$ cat config.mk
export PLATFORM = sky130hd
export DESIGN_NAME = text_tokenizer_stream
export DESIGN_NICKNAME = d
export VERILOG_FILES = /design/src/tts_pkg.sv /design/src/tts_front.sv /design/src/tts_queue.sv /design/src/tts_back.sv /design/src/text_tokenizer_stream.sv
export SDC_FILE = /design/constraint.sdc
export NUM_CORES = 1
export LEC_CHECK = 0
export BUFFER_PORTS_ARGS = -buffer_cell sky130_fd_sc_hd__buf_2
export CAP_MARGIN = 20
export CORE_MARGIN = 8
export CORE_UTILIZATION = 62
export CTS_BUF_LIST = sky130_fd_sc_hd__clkbuf_4 sky130_fd_sc_hd__clkbuf_8 sky130_fd_sc_hd__clkbuf_16
export DETAILED_ROUTE_END_ITERATION = 16
export GPL_ROUTABILITY_DRIVEN = 1
export PLACE_DENSITY_LB_ADDON = 0.12
export RECOVER_POWER = 50
export SLEW_MARGIN = 10
export SYNTH_ARGS = -nofsm -noshare
export SYNTH_HDL_FRONTEND = slang
export SYNTH_SLANG_ARGS = --single-unit
export TNS_END_PERCENT = 5
$ cat constraint.sdc
create_clock -name aclk -period 17.6 [get_ports aclk]
set_clock_uncertainty 0.05 [all_clocks]
set_input_delay 0.88 -clock aclk [delete_from_list [all_inputs] [get_ports aclk]]
set_output_delay 0.88 -clock aclk [all_outputs]
set_load 0.02 [all_outputs]
$ cat src/tts_pkg.sv
`default_nettype none

package tts_pkg;

    localparam int TOKEN_BUFFER = 1024;
    localparam int LEN_W        = 10;
    localparam int LEN_CAP_INT  = (TOKEN_BUFFER - 1 < (1 << LEN_W) - 1) ?
                                  TOKEN_BUFFER - 1 : (1 << LEN_W) - 1;
    localparam logic [LEN_W-1:0] LEN_CAP = LEN_W'(LEN_CAP_INT);

    localparam int QUEUE_DEPTH = 4;
    localparam int MAX_RESULTS = 4;

    // scanner modes
    localparam logic [2:0] MODE_IDLE    = 3'd0;
    localparam logic [2:0] MODE_WORD    = 3'd1;
    localparam logic [2:0] MODE_QUOTE   = 3'd2;
    localparam logic [2:0] MODE_COMMENT = 3'd3;
    localparam logic [2:0] MODE_SLASH   = 3'd4;

    // result kinds
    localparam logic [1:0] KIND_CHAR     = 2'd0;
    localparam logic [1:0] KIND_TOK_END  = 2'd1;
    localparam logic [1:0] KIND_TEXT_END = 2'd2;

    // configuration register indexes
    localparam logic [1:0] REG_HIGH_BYTE_AS_SPACE = 2'd0;
    localparam logic [1:0] REG_MAX_TOKEN_LEN      = 2'd1;

    localparam logic [7:0] CH_NUL    = 8'h00;
    localparam logic [7:0] CH_NL     = 8'h0A;
    localparam logic [7:0] CH_SPACE  = 8'h20;
    localparam logic [7:0] CH_DQUOTE = 8'h22;
    localparam logic [7:0] CH_APOS   = 8'h27;
    localparam logic [7:0] CH_LPAREN = 8'h28;
    localparam logic [7:0] CH_RPAREN = 8'h29;
    localparam logic [7:0] CH_SLASH  = 8'h2F;
    localparam logic [7:0] CH_COLON  = 8'h3A;
    localparam logic [7:0] CH_LBRACE = 8'h7B;
    localparam logic [7:0] CH_RBRACE = 8'h7D;
    localparam logic [7:0] CH_HIGH   = 8'h80;

    typedef struct packed {
        logic [1:0]       kind;
        logic [7:0]       out_char;
        logic             is_quoted;
        logic             truncated;
        logic [LEN_W-1:0] token_len;
    } result_t;

    // all results caused by one input byte
    typedef struct packed {
        logic [2:0]                    count;
        result_t [MAX_RESULTS-1:0]     res;
    } cmd_t;

endpackage

`default_nettype wire

$ cat src/tts_front.sv
`default_nettype none

module tts_front (
    input  wire logic                     aclk,
    input  wire logic                     aresetn,
    input  wire logic                     s_tvalid,
    output logic                          s_tready,
    input  wire logic [7:0]               s_tdata,
    input  wire logic                     cfg_valid,
    output logic                          cfg_ready,
    input  wire logic [1:0]               cfg_index,
    input  wire logic [tts_pkg::LEN_W-1:0] cfg_data,
    input  wire logic                     queue_full,
    output logic                          push,
    output tts_pkg::cmd_t                 push_cmd
);

    typedef struct packed {
        logic [2:0]                            mode;
        logic [tts_pkg::LEN_W-1:0]             cnt;
        logic                                  ovf;
        logic [2:0]                            n;
        tts_pkg::result_t [tts_pkg::MAX_RESULTS-1:0] res;
    } scan_t;

    logic                      high_space_reg;
    logic [tts_pkg::LEN_W-1:0] max_len_reg;
    logic [2:0]                mode_reg, mode_next;
    logic [tts_pkg::LEN_W-1:0] cnt_reg, cnt_next;
    logic                      ovf_reg, ovf_next;
    logic [tts_pkg::LEN_W-1:0] lim;
    logic                      accept;
    scan_t                     st;

    function automatic logic is_space(logic [7:0] c, logic hb);
        return (c <= tts_pkg::CH_SPACE) || (hb && c >= tts_pkg::CH_HIGH);
    endfunction

    function automatic logic is_single(logic [7:0] c);
        return c == tts_pkg::CH_LBRACE || c == tts_pkg::CH_RBRACE ||
               c == tts_pkg::CH_LPAREN || c == tts_pkg::CH_RPAREN ||
               c == tts_pkg::CH_APOS   || c == tts_pkg::CH_COLON;
    endfunction

    function automatic scan_t put_res(scan_t s, logic [1:0] kind, logic [7:0] c,
                                      logic q, logic tr, logic [tts_pkg::LEN_W-1:0] len);
        s.res[s.n[1:0]].kind      = kind;
        s.res[s.n[1:0]].out_char  = c;
        s.res[s.n[1:0]].is_quoted = q;
        s.res[s.n[1:0]].truncated = tr;
        s.res[s.n[1:0]].token_len = len;
        s.n = s.n + 3'd1;
        return s;
    endfunction

    function automatic scan_t emit_char(scan_t s, logic [7:0] c, logic q,
                                        logic [tts_pkg::LEN_W-1:0] l);
        if (s.cnt < l) begin
            s = put_res(s, tts_pkg::KIND_CHAR, c, q, 1'b0, '0);
            s.cnt = s.cnt + 1'b1;
        end else begin
            s.ovf = 1'b1;
        end
        return s;
    endfunction

    function automatic scan_t end_token(scan_t s, logic q);
        s = put_res(s, tts_pkg::KIND_TOK_END, 8'h00, q, s.ovf, s.cnt);
        s.cnt  = '0;
        s.ovf  = 1'b0;
        s.mode = tts_pkg::MODE_IDLE;
        return s;
    endfunction

    function automatic scan_t end_text(scan_t s);
        s = put_res(s, tts_pkg::KIND_TEXT_END, 8'h00, 1'b0, 1'b0, '0);
        s.cnt  = '0;
        s.ovf  = 1'b0;
        s.mode = tts_pkg::MODE_IDLE;
        return s;
    endfunction

    function automatic scan_t start_token(scan_t s, logic [7:0] c, logic hb,
                                          logic [tts_pkg::LEN_W-1:0] l);
        if (c == tts_pkg::CH_NUL) begin
            s = end_text(s);
        end else if (is_space(c, hb)) begin
            s.mode = tts_pkg::MODE_IDLE;
        end else if (c == tts_pkg::CH_SLASH) begin
            s.mode = tts_pkg::MODE_SLASH;
        end else if (c == tts_pkg::CH_DQUOTE) begin
            s.mode = tts_pkg::MODE_QUOTE;
        end else if (is_single(c)) begin
            s = emit_char(s, c, 1'b0, l);
            s = end_token(s, 1'b0);
        end else begin
            s = emit_char(s, c, 1'b0, l);
            s.mode = tts_pkg::MODE_WORD;
        end
        return s;
    endfunction

    function automatic scan_t word_next(scan_t s, logic [7:0] c, logic hb,
                                        logic [tts_pkg::LEN_W-1:0] l);
        if (c == tts_pkg::CH_NUL) begin
            s = end_token(s, 1'b0);
            s = end_text(s);
        end else if (is_single(c)) begin
            s = end_token(s, 1'b0);
            s = start_token(s, c, hb, l);
        end else if (is_space(c, hb)) begin
            s = end_token(s, 1'b0);
        end else begin
            s = emit_char(s, c, 1'b0, l);
            s.mode = tts_pkg::MODE_WORD;
        end
        return s;
    endfunction

    assign cfg_ready = 1'b1;
    assign s_tready  = !queue_full;
    assign accept    = s_tvalid && s_tready;

    always_comb begin
        lim = (max_len_reg == '0) ? tts_pkg::LEN_W'(1) : max_len_reg;
        if (lim > tts_pkg::LEN_CAP) begin
            lim = tts_pkg::LEN_CAP;
        end
    end

    always_comb begin
        st      = '0;
        st.mode = mode_reg;
        st.cnt  = cnt_reg;
        st.ovf  = ovf_reg;
        case (mode_reg)
            tts_pkg::MODE_WORD: begin
                st = word_next(st, s_tdata, high_space_reg, lim);
            end
            tts_pkg::MODE_QUOTE: begin
                if (s_tdata == tts_pkg::CH_DQUOTE) begin
                    st = end_token(st, 1'b1);
                end else if (s_tdata == tts_pkg::CH_NUL) begin
                    st = end_token(st, 1'b1);
                    st = end_text(st);
                end else begin
                    st = emit_char(st, s_tdata, 1'b1, lim);
                end
            end
            tts_pkg::MODE_COMMENT: begin
                if (s_tdata == tts_pkg::CH_NUL) begin
                    st = end_text(st);
                end else if (s_tdata == tts_pkg::CH_NL) begin
                    st.mode = tts_pkg::MODE_IDLE;
                end
            end
            tts_pkg::MODE_SLASH: begin
                if (s_tdata == tts_pkg::CH_SLASH) begin
                    st.mode = tts_pkg::MODE_COMMENT;
                end else begin
                    // the held slash opens a word
                    st = emit_char(st, tts_pkg::CH_SLASH, 1'b0, lim);
                    st.mode = tts_pkg::MODE_WORD;
                    st = word_next(st, s_tdata, high_space_reg, lim);
                end
            end
            default: begin
                st = start_token(st, s_tdata, high_space_reg, lim);
            end
        endcase
    end

    always_comb begin
        mode_next = mode_reg;
        cnt_next  = cnt_reg;
        ovf_next  = ovf_reg;
        if (accept) begin
            mode_next = st.mode;
            cnt_next  = st.cnt;
            ovf_next  = st.ovf;
        end
    end

    assign push           = accept && (st.n != 3'd0);
    assign push_cmd.count = st.n;
    assign push_cmd.res   = st.res;

    always_ff @(posedge aclk) begin
        if (!aresetn) begin
            high_space_reg <= 1'b1;
            max_len_reg    <= tts_pkg::LEN_W'(1023);
            mode_reg       <= tts_pkg::MODE_IDLE;
            cnt_reg        <= '0;
            ovf_reg        <= 1'b0;
        end else begin
            mode_reg <= mode_next;
            cnt_reg  <= cnt_next;
            ovf_reg  <= ovf_next;
            if (cfg_valid && cfg_ready) begin
                if (cfg_index == tts_pkg::REG_HIGH_BYTE_AS_SPACE) begin
                    high_space_reg <= cfg_data[0];
                end else if (cfg_index == tts_pkg::REG_MAX_TOKEN_LEN) begin
                    max_len_reg <= cfg_data;
                end
            end
        end
    end

endmodule

`default_nettype wire

$ cat src/tts_queue.sv
`default_nettype none

module tts_queue #(
    parameter int QUEUE_DEPTH = tts_pkg::QUEUE_DEPTH
) (
    input  wire logic          aclk,
    input  wire logic          aresetn,
    input  wire logic          push,
    input  tts_pkg::cmd_t      push_cmd,
    output logic               full,
    input  wire logic          pop,
    output logic               head_valid,
    output tts_pkg::cmd_t      head_cmd
);

    localparam int PTR_W = (QUEUE_DEPTH > 1) ? $clog2(QUEUE_DEPTH) : 1;
    localparam int CNT_W = $clog2(QUEUE_DEPTH + 1);
    localparam logic [PTR_W-1:0] PTR_LAST = PTR_W'(QUEUE_DEPTH - 1);

    tts_pkg::cmd_t    entry_reg [QUEUE_DEPTH];
    logic [PTR_W-1:0] wptr_reg, wptr_next;
    logic [PTR_W-1:0] rptr_reg, rptr_next;
    logic [CNT_W-1:0] count_reg, count_next;
    logic             do_pop;

    assign full       = (count_reg == CNT_W'(QUEUE_DEPTH));
    assign head_valid = (count_reg != '0);
    assign head_cmd   = entry_reg[rptr_reg];
    assign do_pop     = pop && head_valid;

    always_comb begin
        wptr_next  = wptr_reg;
        rptr_next  = rptr_reg;
        count_next = count_reg;
        if (push) begin
            wptr_next = (wptr_reg == PTR_LAST) ? '0 : wptr_reg + 1'b1;
        end
        if (do_pop) begin
            rptr_next = (rptr_reg == PTR_LAST) ? '0 : rptr_reg + 1'b1;
        end
        if (push && !do_pop) begin
            count_next = count_reg + 1'b1;
        end else if (do_pop && !push) begin
            count_next = count_reg - 1'b1;
        end
    end

    always_ff @(posedge aclk) begin
        if (push) begin
            entry_reg[wptr_reg] <= push_cmd;
        end
    end

    always_ff @(posedge aclk) begin
        if (!aresetn) begin
            wptr_reg  <= '0;
            rptr_reg  <= '0;
            count_reg <= '0;
        end else begin
            wptr_reg  <= wptr_next;
            rptr_reg  <= rptr_next;
            count_reg <= count_next;
        end
    end

endmodule

`default_nettype wire

$ cat src/tts_back.sv
`default_nettype none

module tts_back (
    input  wire logic          aclk,
    input  wire logic          aresetn,
    input  wire logic          head_valid,
    input  tts_pkg::cmd_t      head_cmd,
    output logic               pop,
    output logic               m_tvalid,
    input  wire logic          m_tready,
    output logic [23:0]        m_tdata,   // out_char[7:0], truncated[8], token_len[18:9]
    output logic [2:0]         m_tuser,   // kind[1:0], is_quoted[2]
    output logic               m_tlast
);

    logic             valid_reg;
    logic [1:0]       idx_reg, idx_next;
    tts_pkg::result_t res_reg;
    logic             last_reg;
    tts_pkg::result_t cur;
    logic             cur_last;
    logic             load;

    assign cur      = head_cmd.res[idx_reg];
    assign cur_last = ({1'b0, idx_reg} + 3'd1) == head_cmd.count;
    assign load     = head_valid && (!valid_reg || m_tready);
    assign pop      = load && cur_last;

    always_comb begin
        idx_next = idx_reg;
        if (load) begin
            idx_next = cur_last ? 2'd0 : idx_reg + 2'd1;
        end
    end

    always_ff @(posedge aclk) begin
        if (load) begin
            res_reg  <= cur;
            last_reg <= cur_last;
        end
    end

    always_ff @(posedge aclk) begin
        if (!aresetn) begin
            valid_reg <= 1'b0;
            idx_reg   <= 2'd0;
        end else begin
            idx_reg <= idx_next;
            if (load) begin
                valid_reg <= 1'b1;
            end else if (m_tready) begin
                valid_reg <= 1'b0;
            end
        end
    end

    assign m_tvalid = valid_reg;
    assign m_tdata  = {5'd0, res_reg.token_len, res_reg.truncated, res_reg.out_char};
    assign m_tuser  = {res_reg.is_quoted, res_reg.kind};
    assign m_tlast  = last_reg;

endmodule

`default_nettype wire

$ cat src/text_tokenizer_stream.sv
// A result passes from its byte through a command queue slot and then the output register to m_*.
// Throughput: one byte per cycle while a queue slot is free; results leave one per cycle through the
// output register while m_tready is high. A byte giving several results (up to four) fills one
// command queue slot; input stalls only when all QUEUE_DEPTH slots wait for the result side to drain.
// Reset (aresetn low, synchronous): scanner idle, counts cleared, queue and output empty,
// high_byte_as_space = 1, max_token_len = 1023.
`default_nettype none

module text_tokenizer_stream #(
    parameter int QUEUE_DEPTH = tts_pkg::QUEUE_DEPTH
) (
    input  wire logic                      aclk,
    input  wire logic                      aresetn,
    input  wire logic                      s_tvalid,
    output logic                           s_tready,
    input  wire logic [7:0]                s_tdata,   // ch[7:0]
    output logic                           m_tvalid,
    input  wire logic                      m_tready,
    output logic [23:0]                    m_tdata,   // out_char[7:0], truncated[8], token_len[18:9]
    output logic [2:0]                     m_tuser,   // kind[1:0], is_quoted[2]
    output logic                           m_tlast,
    input  wire logic                      cfg_valid,
    output logic                           cfg_ready,
    input  wire logic [1:0]                cfg_index,
    input  wire logic [tts_pkg::LEN_W-1:0] cfg_data
);

    logic          push;
    tts_pkg::cmd_t push_cmd;
    logic          queue_full;
    logic          pop;
    logic          head_valid;
    tts_pkg::cmd_t head_cmd;

    tts_front u_front (
        .aclk       (aclk),
        .aresetn    (aresetn),
        .s_tvalid   (s_tvalid),
        .s_tready   (s_tready),
        .s_tdata    (s_tdata),
        .cfg_valid  (cfg_valid),
        .cfg_ready  (cfg_ready),
        .cfg_index  (cfg_index),
        .cfg_data   (cfg_data),
        .queue_full (queue_full),
        .push       (push),
        .push_cmd   (push_cmd)
    );

    tts_queue #(
        .QUEUE_DEPTH (QUEUE_DEPTH)
    ) u_queue (
        .aclk       (aclk),
        .aresetn    (aresetn),
        .push       (push),
        .push_cmd   (push_cmd),
        .full       (queue_full),
        .pop        (pop),
        .head_valid (head_valid),
        .head_cmd   (head_cmd)
    );

    tts_back u_back (
        .aclk       (aclk),
        .aresetn    (aresetn),
        .head_valid (head_valid),
        .head_cmd   (head_cmd),
        .pop        (pop),
        .m_tvalid   (m_tvalid),
        .m_tready   (m_tready),
        .m_tdata    (m_tdata),
        .m_tuser    (m_tuser),
        .m_tlast    (m_tlast)
    );

endmodule

`default_nettype wire

**Word-level counts from Yosys, hierarchy flattened**

Memories as Yosys holds them, arrays and structs flattened. A register that Yosys moved wholly into a read port is not among the register bits.
Cells that the tools add are included.

- Register bits after elaboration: 58
- Memory bits (writable): 364
- Input port bits: 25
- Output and inout bits: 31
- Word-level logic and storage cells: 309
- Memories kept: 1

- Add/sub/neg operators: 13
- Magnitude comparators: 17
- Equal/unequal tests: 24
- Mux-type cells: 201
- Bitwise operators: 1
- Reduce and logical (&&, ||, !) cells: 36

Memories:

| memory | depth | bits a word | read ports | clocked after memory_dff | write ports | RTL line | text |
|---|---|---|---|---|---|---|---|
| u_queue.entry_reg | 4 | 91 | 1 | 1 | 1 | tts_queue.sv:20 | `tts_pkg::cmd_t entry_reg [QUEUE_DEPTH];` |

Operator list:

| kind | count |
|---|---|
| 88-bit bitwise mux | 35 |
| 91-bit 2-to-1 mux | 24 |
| 22-bit demux with 2-bit select | 25 |
| 102-bit 2-to-1 mux | 8 |
| 105-bit 2-to-1 mux | 7 |
| 105-bit one-hot mux with 4 select lines | 1 |
| 103-bit 2-to-1 mux | 3 |
| 10-bit 2-to-1 mux | 28 |
| 89-bit 2-to-1 mux | 3 |
| 22-bit 2-to-1 mux | 6 |
| 20-bit 2-to-1 mux | 5 |
| 90-bit 2-to-1 mux | 1 |
| 12-bit 2-to-1 mux | 5 |
| 11-bit 2-to-1 mux | 5 |
| 8-bit by 6-bit == test with 1-bit output (second input constant) | 6 |
| 22-bit binary-select mux with 2-bit select | 1 |
| 3-bit 2-to-1 mux | 10 |
| 1-bit 2-to-1 mux | 27 |
| 10-bit by 1-bit adder with 10-bit output (second input constant) | 2 |
| 10-bit less-than comparator | 2 |
| 3-bit by 1-bit adder with 3-bit output (second input constant) | 6 |
| 2-bit by 3-bit less-than comparator with 1-bit output (second input constant) | 6 |
| 8-bit by 7-bit == test with 1-bit output (second input constant) | 2 |
| 2-bit 2-to-1 mux | 7 |
| other kinds (33) | 67 |

**Logic depth before layout (Yosys ltp)**

- Depth in word-level cells: 50
- Mapped depth: 25
- Gate-level depth less buffers: 24

**By module**

From an unflattened synthesis, not the netlist that was laid out.

- Cell total of the unflattened synthesis: 1174
- Area, all modules: 19257.2 sq um

By module, submodules not included:

| module | instances | cells each | area each (sq um) | sequential area each (sq um) |
|---|---|---|---|---|
| tts_queue | 1 | 521 | 13679.4 | 11110.7 |
| tts_front | 1 | 578 | 4093.9 | 500.5 |
| tts_back | 1 | 75 | 1483.9 | 750.7 |

**Worst setup path before layout**

Ideal clock, no wire load.

- Path kind: register -> register
- From: register u_front.max_len_reg[3] in the netlist's numbering
- To: memory u_queue.entry_reg[3][0] in the netlist's numbering, enable pin
- Setup time: 423 ps
- Arrival: 5481 ps
- Data required time: 17127 ps
- Slack: 11646 ps
- Stages on the path, launching flop included: 21
- Path buffers: 1
- Clock period less this slack: 5954 ps
- Cells stage by stage: dfxtp_1 > inv_1 > ha_1 > a21oi_1 > o21ai_0 > a211o_1 > buf_1 > nor4_2 > xnor2_1 > inv_1 > ha_1 > a21oi_1 > o21ai_0 > a31o_2 > a211oi_4 > ha_1 > nor3_1 > nor4_2 > a311oi_2 > a41oi_4 > and2_1

- Word-level cells in the longest chain between the ends: 28
- Elaborated cells between the ends (all ways): 65
- Those cells by class: 5 x add/sub; 4 x order compare; 53 x mux; 3 x reduce/logical

RTL lines:

| element | RTL line | text |
|---|---|---|
| start: declaration | tts_front.sv:27 | `logic [tts_pkg::LEN_W-1:0] max_len_reg;` |
| start signal: assignment | tts_front.sv:191 | `max_len_reg <= tts_pkg::LEN_W'(1023);` |
| start signal: assignment | tts_front.sv:203 | `max_len_reg <= cfg_data;` |
| 10-bit logical NOT | tts_front.sv:125 | `lim = (max_len_reg == '0) ? tts_pkg::LEN_W'(1) : max_len_reg;` |
| 10-bit 2-to-1 mux (*) | tts_front.sv:125 |  |
| 10-bit > comparator | tts_front.sv:126 | `if (lim > tts_pkg::LEN_CAP) begin` |
| 10-bit 2-to-1 mux (*) | tts_front.sv:126 |  |
| 10-bit less-than comparator | tts_front.sv:58 | `if (s.cnt < l) begin` |
| 89-bit 2-to-1 mux | tts_front.sv:58 |  |
| 91-bit 2-to-1 mux | tts_front.sv:158 | `if (s_tdata == tts_pkg::CH_SLASH) begin` |
| 91-bit 2-to-1 mux | tts_front.sv:136 | `case (mode_reg)` |
| (+13 left out) | - |  |
| 105-bit 2-to-1 mux | tts_front.sv:105 | `if (c == tts_pkg::CH_NUL) begin` |
| 102-bit 2-to-1 mux | tts_front.sv:158 |  |
| 105-bit one-hot mux with 4 select lines (*) | tts_front.sv:136 |  |
| 3-bit nonzero test (*) | tts_front.sv:184 | `assign push = accept && (st.n != 3'd0);` |
| 1-bit logical AND (*) | tts_front.sv:184 |  |
| via push | text_tokenizer_stream.sv:28 | `logic push;` |
| 1-bit 2-to-1 mux (*) | tts_queue.sv:49 | `if (push) begin` |
| 1-bit 2-to-1 mux (implied by the code) (*) | tts_queue.sv:50 | `entry_reg[wptr_reg] <= push_cmd;` |
| end: declaration | tts_queue.sv:20 |  |

The timed path passes the listed nets; every way through them passes the cells marked *. The select of a mux whose other input is x is not followed.

**Final worst setup path**

- From: register u_front.cnt_reg[5] in the netlist's numbering
- To: register u_queue.count_reg[2]

- Word-level cells in the longest chain between the ends: 25
- Elaborated cells between the ends (all ways): 53
- Those cells by class: 5 x add/sub; 2 x order compare; 40 x mux; 6 x reduce/logical

RTL lines:

| element | RTL line | text |
|---|---|---|
| start: declaration | tts_front.sv:29 | `logic [tts_pkg::LEN_W-1:0] cnt_reg, cnt_next;` |
| start signal: assignment | tts_front.sv:197 | `cnt_reg <= cnt_next;` |
| 10-bit less-than comparator | tts_front.sv:58 |  |
| 89-bit 2-to-1 mux | tts_front.sv:58 |  |
| 91-bit 2-to-1 mux | tts_front.sv:158 |  |
| 91-bit 2-to-1 mux | tts_front.sv:136 |  |
| 3-bit by 1-bit adder with 3-bit output (2 in series) | tts_front.sv:52 | `s.n = s.n + 3'd1;` |
| 91-bit 2-to-1 mux | tts_front.sv:58 |  |
| 91-bit 2-to-1 mux | tts_front.sv:91 | `end else if (c == tts_pkg::CH_DQUOTE) begin` |
| 91-bit 2-to-1 mux | tts_front.sv:87 | `end else if (is_space(c, hb)) begin` |
| (+9 left out) | - |  |
| 102-bit 2-to-1 mux | tts_front.sv:158 |  |
| 105-bit one-hot mux with 4 select lines (*) | tts_front.sv:136 |  |
| 3-bit nonzero test (*) | tts_front.sv:184 |  |
| 1-bit logical AND (*) | tts_front.sv:184 |  |
| via push | text_tokenizer_stream.sv:28 |  |
| 1-bit logical NOT | tts_queue.sv:43 | `end else if (do_pop && !push) begin` |
| 1-bit logical AND | tts_queue.sv:43 |  |
| 2-bit nonzero test (no source line) | - |  |
| end signal: assignment | tts_queue.sv:62 | `count_reg <= count_next;` |
| end: declaration | tts_queue.sv:23 | `logic [CNT_W-1:0] count_reg, count_next;` |

Marked as above.
A chain may end at the register's enable or synchronous reset.

==> results.json <==
{
  "clockPowerShare_pct": 33.2,
  "n_fill_cell": 1470,
  "fmax_mhz": 133.9,
  "worst_pin_slew_ns": 2.379,
  "ys_ff_latch": 296,
  "crit_type": "reg -> reg",
  "grt_pass1_vias": 8186,
  "irDropWorstVdd_mv": 0.08681,
  "io_pins": 56,
  "drtPass1Iterations": 6,
  "yosys.cell_count.top_type": "edfxtp_1",
  "violations": "max-capacitance violations, max-slew violations",
  "crit_top_cell": "ha_1",
  "cts_tree": "built",
  "synth_edf_count": 259,
  "grtUsageTotal_pct": 22.14,
  "synth_area_sq_um": 13600,
  "arrival_ns": 7.87,
  "syn_inst": 950,
  "powerDensity_nw_per_um2": 131.4,
  "slew_headroom_pct": -58.62,
  "routed_via_density": 6.271,
  "setup_viol": 0,
  "wire_per_inst_microns": 22.37,
  "htree_levels": 1,
  "fin_crit_sh_pct": 42.42,
  "ys_seq_area_share_pct": 62.63,
  "n_antenna_cell": 0,
  "critPathCaptureType": "register",
  "grt_first_pass_wirelength_mm": 45.89,
  "clockBufferDepth": 3,
  "place.gp.congestion": 0.9151,
  "hold_path.class": "reg -> reg",
  "placed_area_sq_um": 14130,
  "required_ns": 18.00,
  "largest_reg_flops": 236,
  "synth_area_leader_cell": "edfxtp_1",
  "async_flop_share_pct": 0,
  "crit_chain": "ha_1 -> a21oi_1 -> o21ai_0 -> a211o_1 -> nor2_1 -> inv_1 -> o21ai_0 -> ha_1 -> nor2_1 -> nor2_1 -> a31o_2 -> a211oi_1 -> ha_1 -> nor3_1 -> nor4_2 -> a311oi_2 -> a41oi_4 -> ha_1 -> inv_1 -> fa_1 -> xor2_1 -> or3_1 -> a21oi_1",
  "ys.flop_type": "edfxtp_1",
  "clkSlewWorstSetupHoldPaths_ns": 0.06,
  "die_h_microns": 164.1,
  "clock-root-buffer": "clkbuf_16",
  "drcViolationCount": 0,
  "worst_setup_path_start_kind": "register",
  "synth_top_area_share_pct": 57.18,
  "drt_iter0_drc": 913,
  "grt_max_degree": 60,
  "sw_frac_of_total_pct": 27.78,
  "netlist-cell-type-count": 72,
  "dpl.hpwl_mm": 18.64,
  "synthToLayoutAreaGrowth_pct": 10.77,
  "postRouteAntennaNets": 0,
  "fin_crit_ns": 7.466,
  "nets": 1076,
  "final_hold_viol_count": 0,
  "grt-ovfl-total": 0,
  "path_buf_inv": 2,
  "p_seq_share_pct": 46.2,
  "rsz0062_at_grt": "false",
  "crit_path_max_fanout": 18,
  "numPortBuffers": 49,
  "rows": 54,
  "outcome": "finished, violations left",
  "cpLargestDelayFamily": "compound AO/OA/AOI/OAI gates",
  "die_width_microns": 164.1,
  "start_util_pct": 62.71,
  "power.leakage_nw": 5.339,
  "slowest_delay_ns": 0.93,
  "switchingPower_mw": 0.5500,
  "cts_buffers": 29,
  "drt_wl_total_mm": 29.37,
  "syn_avg_cell_area_sq_um": 14.32,
  "drive_gt1_share_pct": 16.65,
  "antenna_found_initial": 0,
  "cap_violations": 5,
  "cts_setup_buffers": 0,
  "slew_viol_final": 105,
  "via_count": 8234,
  "dieArea_sq_um": 26930,
  "yosys_warnings": 0,
  "p_comb_share_pct": 20.6,
  "synth.top_cells.by_count": "edfxtp_1, nand2_1, mux4_2, nor2_1, inv_1",
  "postCtsHoldBufs": 0,
  "synth_area_leaders": "edfxtp_1, mux4_2, dfxtp_1, ha_1, nand2_1",
  "clk-insertion-delay-late_ns": 0.53,
  "post_cts_resized": 0,
  "fin_tns_setup_ns": 0,
  "clock-sinks": 296,
  "stdcell_area_sq_um": 15070,
  "slowest_stage": "a211oi_1",
  "intPower_mw": 1.430,
  "core_sq_um": 21690
}
==> placed cells by master (no fill, tap or decap), types with 7 or more instances in the layout <==
| cell | netlist | layout |
|---|---|---|
| inv_1 | 47 | 47 |
| a31oi_1 | 16 | 16 |
| conb_1 | 2 | 20 |
| clkinv_2 | 0 | 8 |
| nand3_1 | 14 | 14 |
| dfxtp_1 | 37 | 36 |
| xnor2_1 | 11 | 11 |
| buf_4 | 7 | 10 |
| edfxtp_1 | 259 | 259 |
| nand2_1 | 83 | 83 |
| clkbuf_16 | 0 | 29 |
| nor2_1 | 50 | 51 |
| o211ai_1 | 11 | 11 |
| buf_2 | 11 | 21 |
| mux2i_1 | 14 | 14 |
| nor3_1 | 17 | 17 |
| a21oi_1 | 39 | 40 |
| nor2b_1 | 11 | 11 |
| and2_0 | 0 | 12 |
| mux4_2 | 62 | 62 |
| ha_1 | 39 | 39 |
| o22ai_1 | 13 | 13 |
| nand4_1 | 7 | 7 |
| nor4_1 | 10 | 10 |
| o21ai_0 | 31 | 31 |
| and2_1 | 28 | 12 |
| clkbuf_1 | 22 | 30 |
==> cell families (layout without fill, tap and decap cells) <==
group	count (synthesis)	after routing	share of synthesized area, %
other	2	20	0.05522
buffers and inverters	98	163	3.119
AOI/OAI and AO/OA	158	158	7.986
DFF	296	296	62.63
and+or+nand+nor	261	261	9.899
muxes	79	79	11.55
xor gates and xnor gates	16	16	1.030
adders and majority gates	40	40	3.735
==> power groups by stage <==
stage	sequential, mW	clock [mW]	combinational [mW]
global placement	0.924	0	0.414
global route	0.925	0.695	0.447
floorplan	0.947	0	0.269
finish	0.915	0.658	0.407
CTS	0.915	0.667	0.424
detailed placement	0.928	0	0.421
==> tightest hold or removal path, delay by kind of cell (launching register included) <==
family	cells	cell delay, ns
AOI/OAI and AO/OA	1	0.05
DFF	1	0.32
and+or+nand+nor	1	0.06
==> routing by layer <==
| metal | up-vias | wire, microns | global-route usage (%) |
|---|---|---|---|
| li1 | 3775 | - | - |
| met1 | 4107 | 12520 | 30.42 |
| met2 | 304 | 14430 | 36.91 |
| met3 | 48 | 1931 | 3.233 |
| met4 | 0 | 488 | 5.207 |
| met5 | - | 0 | 0 |
==> cell type report <==
cell class	instances	area [sq um]	share of cell area [%]
Timing Repair Buffer	61	292.8	1.943
Multi-Input combinational cell	574	4687	31.11
Sequential cell	296	8519	56.55
Clock inverter	19	256.5	1.703
Tap cell	280	350.3	2.325
Clock buffer	34	775.7	5.149
Inverter	49	183.9	1.221
==> path summary, 6_finish.rpt <==
path | start | end | slack (ns) | cells past startpoint
worst max-delay path | u_front.cnt_reg[5] | u_queue.count_reg[2] | 10.13 | 23
worst min-delay path | u_back.m_tvalid | u_back.m_tvalid | 0.42 | 2
worst max register to register | u_front.cnt_reg[5] | u_queue.count_reg[2] | 10.13 | 23
worst min register to register | u_back.m_tvalid | u_back.m_tvalid | 0.42 | 2
==> stage by stage <==
stage	worst slack, ns	cells	util, %	power [mW]	hold slack, ns
2_1_floorplan	11.65	968	-	1.216	0.3827
3_3_place_gp	11.25	1260	65.15	1.338	0.4075
3_5_place_dp	11.06	1260	65.15	1.349	0.4153
4_1_cts	11.05	1313	69.91	2.005	0.4262
5_1_grt	9.513	1313	69.46	2.067	0.4547
6_report	10.13	1313	69.46	1.980	0.4209
(Power assumes the default switching activity.)
